## src/design/u8d_pkg.sv

```systemverilog
// Shared types and constants for the UTF-8 stream decoder.
package u8d_pkg;

  localparam logic [20:0] REPL_CHAR    = 21'h00FFFD;
  localparam logic [20:0] SURR_LO      = 21'h00D800;
  localparam logic [20:0] SURR_HI      = 21'h00DFFF;
  localparam logic [20:0] MIN_2BYTE    = 21'h000080;
  localparam logic [20:0] MIN_3BYTE    = 21'h000800;
  localparam logic [20:0] MIN_4BYTE    = 21'h010000;

  localparam logic [1:0] SEQ_NONE = 2'd0;
  localparam logic [1:0] SEQ_TWO  = 2'd1;
  localparam logic [1:0] SEQ_THREE = 2'd2;
  localparam logic [1:0] SEQ_FOUR = 2'd3;

  typedef enum logic [2:0] {
    LEAD_ASCII,
    LEAD_TWO,
    LEAD_THREE,
    LEAD_FOUR,
    LEAD_BAD
  } lead_kind_t;

  // one decoded result before the last flag is attached
  typedef struct packed {
    logic [20:0] code_point;
    logic        replaced;
  } res_t;

  // everything one byte produces
  typedef struct packed {
    logic [1:0] n_res;
    res_t       r0;
    res_t       r1;
  } step_t;

  // one word on the result channel
  typedef struct packed {
    logic [20:0] code_point;
    logic        replaced;
    logic        last;
  } cp_word_t;

  function automatic lead_kind_t lead_kind(input logic [7:0] b);
    lead_kind_t k;
    if (b[7] == 1'b0) k = LEAD_ASCII;
    else if (b[7:5] == 3'b110) k = LEAD_TWO;
    else if (b[7:4] == 4'b1110) k = LEAD_THREE;
    else if (b[7:3] == 5'b11110) k = LEAD_FOUR;
    else k = LEAD_BAD;
    return k;
  endfunction

endpackage

```

## src/design/u8d_stream_if.sv

```systemverilog
// Handshake channels for raw bytes in and decoded code points out.
interface u8d_byte_if;
  logic       valid;
  logic       ready;
  logic [7:0] byte_in;
  modport source (output valid, output byte_in, input ready);
  modport sink (input valid, input byte_in, output ready);
endinterface

interface u8d_cp_if;
  logic        valid;
  logic        ready;
  logic [20:0] code_point;
  logic        replaced;
  logic        last;
  modport source (output valid, output code_point, output replaced, output last, input ready);
  modport sink (input valid, input code_point, input replaced, input last, output ready);
endinterface

```

## src/design/u8d_decode.sv

```systemverilog
// Sequence state and combinational decode of one byte into zero to two results.
module u8d_decode (
  input  logic           clk,
  input  logic           rst,
  input  logic           accept,
  input  logic [7:0]     byte_in,
  output u8d_pkg::step_t step
);
  import u8d_pkg::*;

  logic [1:0]  pending_count, pending_count_next;
  logic [1:0]  sequence_length, sequence_length_next;
  logic [20:0] partial_value, partial_value_next;

  logic        is_cont;
  logic [20:0] shifted;
  logic        bad_value;
  lead_kind_t  kind;
  res_t        lead_res;
  logic        lead_emits;

  assign is_cont = (byte_in[7:6] == 2'b10);
  assign shifted = {partial_value[14:0], byte_in[5:0]};
  assign kind    = lead_kind(byte_in);

  always_comb begin
    bad_value = (shifted >= SURR_LO) && (shifted <= SURR_HI);
    case (sequence_length)
      SEQ_TWO:   bad_value = bad_value || (shifted < MIN_2BYTE);
      SEQ_THREE: bad_value = bad_value || (shifted < MIN_3BYTE);
      SEQ_FOUR:  bad_value = bad_value || (shifted < MIN_4BYTE);
      default:   ;
    endcase
  end

  always_comb begin
    lead_res   = '{code_point: REPL_CHAR, replaced: 1'b1};
    lead_emits = 1'b1;
    unique case (kind) inside
      LEAD_ASCII: lead_res = '{code_point: {13'd0, byte_in}, replaced: 1'b0};
      LEAD_TWO, LEAD_THREE, LEAD_FOUR: lead_emits = 1'b0;
      default: ;
    endcase
  end

  always_comb begin
    step                 = '0;
    pending_count_next   = pending_count;
    sequence_length_next = sequence_length;
    partial_value_next   = partial_value;
    if (pending_count != SEQ_NONE && is_cont) begin
      pending_count_next = pending_count - 2'd1;
      partial_value_next = shifted;
      if (pending_count == 2'd1) begin
        step.n_res           = 2'd1;
        step.r0.code_point   = bad_value ? REPL_CHAR : shifted;
        step.r0.replaced     = bad_value;
        sequence_length_next = SEQ_NONE;
        partial_value_next   = '0;
      end
    end else begin
      // an interrupted sequence gives a replacement ahead of the lead's own result
      if (pending_count != SEQ_NONE) begin
        step.r0    = '{code_point: REPL_CHAR, replaced: 1'b1};
        step.r1    = lead_res;
        step.n_res = lead_emits ? 2'd2 : 2'd1;
      end else begin
        step.r0    = lead_res;
        step.n_res = lead_emits ? 2'd1 : 2'd0;
      end
      pending_count_next   = SEQ_NONE;
      sequence_length_next = SEQ_NONE;
      partial_value_next   = '0;
      unique case (kind)
        LEAD_TWO: begin
          pending_count_next   = SEQ_TWO;
          sequence_length_next = SEQ_TWO;
          partial_value_next   = {16'd0, byte_in[4:0]};
        end
        LEAD_THREE: begin
          pending_count_next   = SEQ_THREE;
          sequence_length_next = SEQ_THREE;
          partial_value_next   = {17'd0, byte_in[3:0]};
        end
        LEAD_FOUR: begin
          pending_count_next   = SEQ_FOUR;
          sequence_length_next = SEQ_FOUR;
          partial_value_next   = {18'd0, byte_in[2:0]};
        end
        default: ;
      endcase
    end
  end

  always_ff @(posedge clk) begin
    if (rst) begin
      pending_count   <= SEQ_NONE;
      sequence_length <= SEQ_NONE;
      partial_value   <= '0;
    end else if (accept) begin
      pending_count   <= pending_count_next;
      sequence_length <= sequence_length_next;
      partial_value   <= partial_value_next;
    end
  end

  a_pending_le_len: assert property (@(posedge clk) disable iff (rst)
    pending_count <= sequence_length)
    else $error("pending count exceeds sequence length");

  a_idle_clear: assert property (@(posedge clk) disable iff (rst)
    (pending_count == SEQ_NONE) |-> (sequence_length == SEQ_NONE))
    else $error("sequence length left over with no sequence open");

  a_two_first_repl: assert property (@(posedge clk) disable iff (rst)
    (step.n_res == 2'd2) |-> (step.r0.replaced && pending_count != SEQ_NONE))
    else $error("two results without an interrupted sequence");

  a_cont_done: assert property (@(posedge clk) disable iff (rst)
    (accept && is_cont && pending_count == 2'd1) |=> (pending_count == SEQ_NONE))
    else $error("sequence did not close on its last continuation");

endmodule

```

## src/design/u8d_out_queue.sv

```systemverilog
// Four-word result queue taking up to two words a cycle and giving one while out_ready is high.
module u8d_out_queue (
  input  logic              clk,
  input  logic              rst,
  input  logic              push,
  input  u8d_pkg::step_t    step,
  output logic              room,
  output logic              out_valid,
  input  logic              out_ready,
  output u8d_pkg::cp_word_t out_word
);
  import u8d_pkg::*;

  cp_word_t   mem [4];
  logic [1:0] wptr, rptr;
  logic [2:0] count, count_next;
  logic [1:0] n_push;
  logic       pop;
  cp_word_t   w0, w1;

  assign n_push    = push ? step.n_res : 2'd0;
  assign pop       = out_valid && out_ready;
  assign out_valid = (count != 3'd0);
  assign room      = (count <= 3'd2);
  assign out_word  = mem[rptr];

  assign w0 = '{code_point: step.r0.code_point, replaced: step.r0.replaced,
                last: (step.n_res == 2'd1)};
  assign w1 = '{code_point: step.r1.code_point, replaced: step.r1.replaced, last: 1'b1};

  assign count_next = count + {1'b0, n_push} - {2'd0, pop};

  always_ff @(posedge clk) begin
    if (n_push != 2'd0) mem[wptr] <= w0;
    if (n_push == 2'd2) mem[wptr + 2'd1] <= w1;
  end

  always_ff @(posedge clk) begin
    if (rst) begin
      wptr  <= '0;
      rptr  <= '0;
      count <= '0;
    end else begin
      wptr  <= wptr + n_push;
      rptr  <= rptr + {1'b0, pop};
      count <= count_next;
    end
  end

  a_no_overflow: assert property (@(posedge clk) disable iff (rst)
    count <= 3'd4)
    else $error("result queue overflow");

  a_push_room: assert property (@(posedge clk) disable iff (rst)
    (n_push != 2'd0) |-> room)
    else $error("push without room");

  a_pop_only: assert property (@(posedge clk) disable iff (rst)
    (pop && n_push == 2'd0) |=> (count == $past(count) - 3'd1))
    else $error("queue count wrong after a pop");

endmodule

```

## src/design/utf8_stream_decoder.sv

```systemverilog
// Top level of the UTF-8 stream decoder.
// Takes one byte word per cycle while the queue has room and gives decoded code point
// words. The byte is decoded in the cycle it is accepted against the open-sequence
// state, and its zero, one or two results enter a four-word result queue; a byte is
// taken whenever the queue holds two words or fewer, independent of the result side.
// The result side gives one word per cycle while the receiver is ready; input runs
// at one byte per cycle until the queue fills, from bytes that each give two results
// or a stalled result side. A byte's results are registered in the queue, in order.
module utf8_stream_decoder (
  input logic    clk,
  input logic    rst,
  u8d_byte_if.sink byte_stream,
  u8d_cp_if.source cp_stream
);
  import u8d_pkg::*;

  step_t    step;
  logic     room;
  logic     accept;
  cp_word_t out_word;

  assign byte_stream.ready = room;
  assign accept = byte_stream.valid && room;

  u8d_decode u_decode (
    .clk     (clk),
    .rst     (rst),
    .accept  (accept),
    .byte_in (byte_stream.byte_in),
    .step    (step)
  );

  u8d_out_queue u_queue (
    .clk       (clk),
    .rst       (rst),
    .push      (accept),
    .step      (step),
    .room      (room),
    .out_valid (cp_stream.valid),
    .out_ready (cp_stream.ready),
    .out_word  (out_word)
  );

  assign cp_stream.code_point = out_word.code_point;
  assign cp_stream.replaced   = out_word.replaced;
  assign cp_stream.last       = out_word.last;

endmodule

```

## src/flat_wrapper.sv

```systemverilog
// flat-port wrapper written by rule: the top's interface ports become plain ports
module utf8_stream_decoder_flat import u8d_pkg::*;
  (clk, rst, byte_stream_valid, byte_stream_byte_in, byte_stream_ready, cp_stream_valid, cp_stream_code_point, cp_stream_replaced, cp_stream_last, cp_stream_ready);
  u8d_byte_if byte_stream_i ();
  u8d_cp_if cp_stream_i ();
  input logic clk;
  input logic rst;
  input wire logic [$bits(byte_stream_i.valid)-1:0] byte_stream_valid;
  input wire logic [$bits(byte_stream_i.byte_in)-1:0] byte_stream_byte_in;
  output wire logic [$bits(byte_stream_i.ready)-1:0] byte_stream_ready;
  output wire logic [$bits(cp_stream_i.valid)-1:0] cp_stream_valid;
  output wire logic [$bits(cp_stream_i.code_point)-1:0] cp_stream_code_point;
  output wire logic [$bits(cp_stream_i.replaced)-1:0] cp_stream_replaced;
  output wire logic [$bits(cp_stream_i.last)-1:0] cp_stream_last;
  input wire logic [$bits(cp_stream_i.ready)-1:0] cp_stream_ready;
  assign byte_stream_i.valid = byte_stream_valid;
  assign byte_stream_i.byte_in = byte_stream_byte_in;
  assign byte_stream_ready = byte_stream_i.ready;
  assign cp_stream_valid = cp_stream_i.valid;
  assign cp_stream_code_point = cp_stream_i.code_point;
  assign cp_stream_replaced = cp_stream_i.replaced;
  assign cp_stream_last = cp_stream_i.last;
  assign cp_stream_i.ready = cp_stream_ready;
  utf8_stream_decoder u_core (.clk(clk), .rst(rst), .byte_stream(byte_stream_i), .cp_stream(cp_stream_i));
endmodule
```

## config.mk

```make
export PLATFORM = sky130hd
export DESIGN_NAME = utf8_stream_decoder_flat
export DESIGN_NICKNAME = d
export VERILOG_FILES = /design/src/design/u8d_pkg.sv /design/src/design/u8d_stream_if.sv /design/src/design/u8d_decode.sv /design/src/design/u8d_out_queue.sv /design/src/design/utf8_stream_decoder.sv /design/src/flat_wrapper.sv
export SDC_FILE = /design/constraint.sdc
export NUM_CORES = 1
export LEC_CHECK = 0
export BUFFER_PORTS_ARGS = -buffer_cell sky130_fd_sc_hd__buf_2
export CORE_MARGIN = 2
export CORE_UTILIZATION = 56
export DETAILED_ROUTE_END_ITERATION = 12
export PLACE_DENSITY = 0.73
export SLEW_MARGIN = 15
export SYNTH_ARGS = -nofsm -noshare
export SYNTH_HDL_FRONTEND = slang
export SYNTH_SLANG_ARGS = --single-unit
```

## constraint.sdc

```tcl
create_clock -name clk -period 4.7 [get_ports clk]
set_input_delay 0.47 -clock clk [delete_from_list [all_inputs] [get_ports clk]]
set_output_delay 0.47 -clock clk [all_outputs]
set_load 0.005 [all_outputs]
```

**After elaboration in Yosys (flattened, before gate mapping)**

Memories as Yosys holds them, arrays and structs flattened. A register that Yosys moved wholly into a read port is not among the register bits.
Index checks and enable logic that the tools add are counted.

- Output and inout port bits: 25
- Memories kept: 1
- Memory bits (read-only): 0
- RAM bits: 92
- Bits in latches: 0
- Register bits after elaboration: 26
- Input bits: 12

- $mul: 0
- Shift operators: 0
- Add/subtract/negate cells: 6
- Mux-type cells: 27
- Reduce and logical (&&, ||, !) cells: 13
- Equal/unequal tests: 14
- $lt $le $gt $ge: 6
- Div/mod/pow operators: 0
- Bitwise operators: 0

Memory list:

| memory | words | width | rd ports | clocked after Yosys merged registers in | write ports | RTL line | RTL |
|---|---|---|---|---|---|---|---|
| u_core.u_queue.mem | 4 | 23 | 1 | 1 | 2 | u8d_out_queue.sv:14 | `cp_word_t mem [4];` |

Operators by type and width:

| kind | number |
|---|---|
| $mux 24 | 2 |
| $mux 22 | 2 |
| $mux 15 | 2 |
| $mux 23 | 1 |
| $ge 21x16->1 const B | 1 |
| $le 21x16->1 const B | 1 |
| $lt 21x12->1 const B | 1 |
| $lt 21x17->1 const B | 1 |
| $lt 21x8->1 const B | 1 |
| $mux 21 | 1 |
| $mux 17 | 1 |
| $pmux 5 s3 | 1 |
| $mux 2 | 6 |
| $mux 3 | 4 |
| $eq 2x2->1 const B | 4 |
| $eq 2x1->1 const B | 3 |
| $eq 3x2->1 const B | 2 |
| $pmux 2 s3 | 1 |
| $eq 5x5->1 const B | 1 |
| $mux 1 | 5 |
| $eq 4x4->1 const B | 1 |
| $logic_and 1x1->1 | 4 |
| $reduce_bool 2->1 | 2 |
| $add 3x2->3 | 1 |
| 15 further kinds | 17 |

**Depth between registers and ports, before layout**

- Depth in word-level cells: 14
- Depth in mapped cells: 14
- Gate-level depth less buffers: 14

**Cells and area by module**

A second synthesis with hierarchy kept.

- Cells, all modules: 475
- Area total of the unflattened synthesis: 6100.9 µm²

By module, submodules not included:

| module | area each (µm²) | instances | cells an instance |
|---|---|---|---|
| u8d_out_queue | 4763.3 | 1 | 299 |
| u8d_decode | 1331.3 | 1 | 175 |
| utf8_stream_decoder | 6.3 | 1 | 1 |

**Worst setup path before layout**

Ideal clock, no wire load.

- Path kind: input -> register
- From: input port byte_stream_byte_in[7]
- To: memory u_core.u_queue.mem[1][10] (netlist bit), enable pin
- Data arrival time: 2842 ps
- Data required time: 4327 ps
- Setup time: 373 ps
- Cell stages on the path: 10
- Slack: 1485 ps
- Path through: clkbuf_1 -> nand2_1 -> a31o_2 -> ha_1 -> nand3b_1 -> or4_1 -> clkbuf_1 -> and2_1 -> clkbuf_1 -> inv_1

RTL lines:

| what | RTL line | RTL |
|---|---|---|
| start, declared | flat_wrapper.sv:9 | `input wire logic [$bits(byte_stream_i.byte_in)-1:0] byte_stream_byte_in;` |
| end, declared | u8d_out_queue.sv:14 |  |

==> metrics.md <==
| Metric | Value |
|---|---|
| Initial antenna violation count | `0` |
| Hold Crit Class | `in -> reg` |
| Clock Pin Slew Worst Setup and Hold Paths | `0.06 ns` |
| Post-CTS setup buffer count | `0` |
| Top FF cell, synth | `edfxtp_1` |
| Global route overflow | `0` |
| Final setup fails | `0` |
| Syn Nets | `488` |
| CTS tree | `done` |
| Clock buffer depth | `2` |
| Multi-input gate area | `2160 um2` |
| Register area | `3040 um2` |
| Startpoint Class | `flip-flop` |
| Overall Power | `3.38 mW` |
| Cell count after synthesis | `467` |
| Largest delay contributor family on the critical path | `simple AND/OR/NAND/NOR gates` |
| Worst hold path stage count | `3` |
| Final worst path period share | `69.0%` |
| Vias in the first global route | `3828` |
| Crit-path cells | `inv_1, ha_1, clkinv_1, ha_1, nand3b_1, or4_1, and2_1, inv_1` |
| Area grow syn2layout | `14.1%` |
| Worst-skew pair later-pin latency | `0.51 ns` |
| RR Startpoint | `u_core.u_decode.pending_count[0]$_SDFFE_PP0P_` |
| Most common cell after layout, fill and taps aside | `edfxtp_1` |
| Die height | `103 um` |
| CTS Root Cell | `clkbuf_8` |
| Final min period | `3.24 ns` |
| CP endpoint kind | `flip-flop` |
| Max incr delay on CP | `0.54 ns` |
| Iter 0 DRT Violations | `611` |
| Ant. Diodes | `0` |
| Mux cell area share after synthesis | `9.51%` |
| Post-route cell area | `6210 um2` |
| Upper clock frequency limit | `0.308 GHz` |
| Synth Area in Compound Gates | `15.6%` |
| Cell Rows | `35` |
| Post-Synth Adder-Cell Area | `2.20%` |
| Placed Instance Area | `5640 um2` |
| Critical path's slowest cell | `inv_1` |
| Setup total negative slack | `0 ns` |
| Gates resized, CTS repair | `0` |
| TritonCTS Sinks | `118` |
| Max-slew headroom | `33.8%` |
| Largest family of logic cells by synthesized area | `compound AO/OA/AOI/OAI gates` |
| Synth cell types | `54` |
| Die area | `10500 um2` |
| Synth async-reset ratio | `0%` |
| Vias/cell | `6.32` |
| Hold Slack | `0.254 ns` |
| Worst Skew | `0.00762 ns` |
| # DRC | `0` |
| DR WL/cell | `20.2 um` |
| R2R setup slack | `1.46 ns` |
| Chip Width | `103 um` |
| Post-DP HPWL | `8700 um` |
| Reg2reg end | `u_core.u_queue.mem[1][13]$_DFFE_PP_` |
| Synth Register Bits | `118` |
| Drt pass-1 iters | `6` |
| CP Data Required Time | `4.84 ns` |
| Worst-path maximum fanout | `18` |
| Final max-slew violation count | `0` |
| WS Path Type | `reg -> reg` |
| Ports | `37` |
| Peak VDD IR | `0.275 mV` |
| Post-Synth XOR/XNOR Area | `0.804%` |
| Critical Path Start | `u_core.u_decode.pending_count[0]$_SDFFE_PP0P_` |
| Status | `complete, no violations` |
| Nets | `507` |
| Total GRT Usage | `26.1%` |
| Crit path buffers/inverters | `3` |
| Synth warn | `0` |
| Overall routed net length | `12700 um` |
| HP Start | `byte_stream_byte_in[0]` |
| Worst-case reg-to-reg path depth | `8` |
| Mapped Area | `5450 um2` |
| Layout cells sized above 1 | `21.8%` |
| Pwr dens | `544 nW/um2` |
| RSZ-0062 raised after global routing | `no` |
| First-pass GRT wire length | `20300 um` |
| Number of synthesized flops with an enable pin | `68` |
| Starting Density | `58.4%` |
| Sequential fraction of the synthesis area | `55.9%` |
| CORE AREA | `9330 um2` |
| H-tree levels | `4` |
| Max-Cap Viols | `0` |
| Actual slew at the worst max-slew pin | `0.986 ns` |
| Avg Cell Area, Syn | `11.7 um2` |
| Hold Path Sink | `u_core.u_decode.partial_value[0]$_SDFFE_PP0P_` |
| CTS Hold Bufs | `0` |
| RD Place Congestion | `0.899` |
| IO buf count | `36` |
| Most frequent cells in the layout | `edfxtp_1 (68), nor2_1 (61), dfxtp_1 (49)` |
| CP arrival | `3.38 ns` |
| Pleak | `2.12 nW` |
| Number of CTS-inserted buffers | `17` |
| Via count | `3970` |
| Largest net degree at the start of global routing | `27` |
| Simple-gate area share of the yosys netlist | `11.5%` |
| Filler cells | `682` |
| Antenna-violating nets left | `0` |
| Hold Vio Cnt, Final | `0` |
==> how the worst max path moves through the flow <==
stage	endpoint	depth (start not counted)
floorplan	u_core.u_queue.mem[1][10]$_DFFE_PP_	10
global placement	u_core.u_queue.mem[1][13]$_DFFE_PP_	8
detailed placement	u_core.u_queue.mem[1][16]$_DFFE_PP_	8
CTS	u_core.u_queue.mem[1][6]$_DFFE_PP_	8
global route	u_core.u_queue.mem[1][2]$_DFFE_PP_	8
finish	u_core.u_queue.mem[1][13]$_DFFE_PP_	8
==> power by group <==
part | leakage (nW) | internal [mW] | switching, mW
clock | 0.273 | 0.748 | 0.480
sequential | 0.955 | 1.25 | 0.0804
combinational | 0.888 | 0.361 | 0.461
==> metal layers <==
layer	global-route usage [%]	part of all wire (%)	wire length, um	vias up
li1	-	-	-	1807
met1	35.2	42	5380	1921
met2	40.7	47	5900	212
met3	7.32	8.4	1060	30
met4	9.64	2.6	324	0
met5	0	0	0	-
==> cell usage after synthesis, drive strengths merged (3+ instances only) <==
| cell | count | area share, % |
|---|---|---|
| nand2b | 3 | 0.34 |
| or2 | 8 | 0.92 |
| nor3 | 4 | 0.37 |
| nand3 | 6 | 0.55 |
| o2bb2ai | 21 | 3.4 |
| nor2 | 62 | 4.3 |
| a21oi | 27 | 2.5 |
| clkbuf | 29 | 2.0 |
| o21ai | 12 | 1.1 |
| dfxtp | 50 | 18 |
| inv | 17 | 1.2 |
| or4 | 3 | 0.41 |
| edfxtp | 68 | 37 |
| buf | 9 | 1.1 |
| xnor2 | 5 | 0.80 |
| o22ai | 28 | 3.2 |
| mux4 | 23 | 9.5 |
| nor2b | 4 | 0.46 |
| a22oi | 20 | 2.8 |
| o22a | 4 | 0.64 |
| and2 | 6 | 0.73 |
| nand2 | 20 | 1.4 |
| ha | 8 | 1.8 |
==> cell type report <==
cell class,instances,share of cell area [%]
multi-input cells,292,34.8
clock buffers,21,7.93
repair buffers,38,3.14
well taps,129,2.60
inverters,19,1.23
flip-flops and latches,118,49.0
clock inverters,11,1.35
==> worst register-to-register path, stage by stage (launching register included) <==
cell	delay [ns]
dfxtp_1	0.33
inv_1	0.07
ha_1	0.28
clkinv_1	0.24
ha_1	0.38
nand3b_1	0.22
or4_1	0.52
and2_1	0.29
inv_1	0.54
==> state kept, by name (all words and copies together), names as in the netlist <==
name and cells:
u_core.u_decode.partial_value 15, u_core.u_queue.rptr 2, u_core.u_queue.wptr 2, u_core.u_queue.mem 92
u_core.u_decode.pending_count 2, u_core.u_queue.count 3, u_core.u_decode.sequence_length 2
==> cell families (layout without fill, tap and decap cells) <==
logic type	Yosys count	count (layout)
simple gates	130	130
compound gates	125	125
flops	118	118
buf+inv	57	89
mux	23	23
fa+ha+maj	9	9
xor+xnor	5	5
==> through the flow <==
step / std cells / setup WS, ns / util, %
2_1_floorplan: 467 / 1.49 / -
3_3_place_gp: 596 / 1.35 / 60.4
3_5_place_dp: 596 / 1.24 / 60.4
4_1_cts: 628 / 1.48 / 66.6
5_1_grt: 628 / 1.29 / 66.6
6_report: 628 / 1.46 / 66.6
No activity file was read; power rests on OpenSTA's default activity.
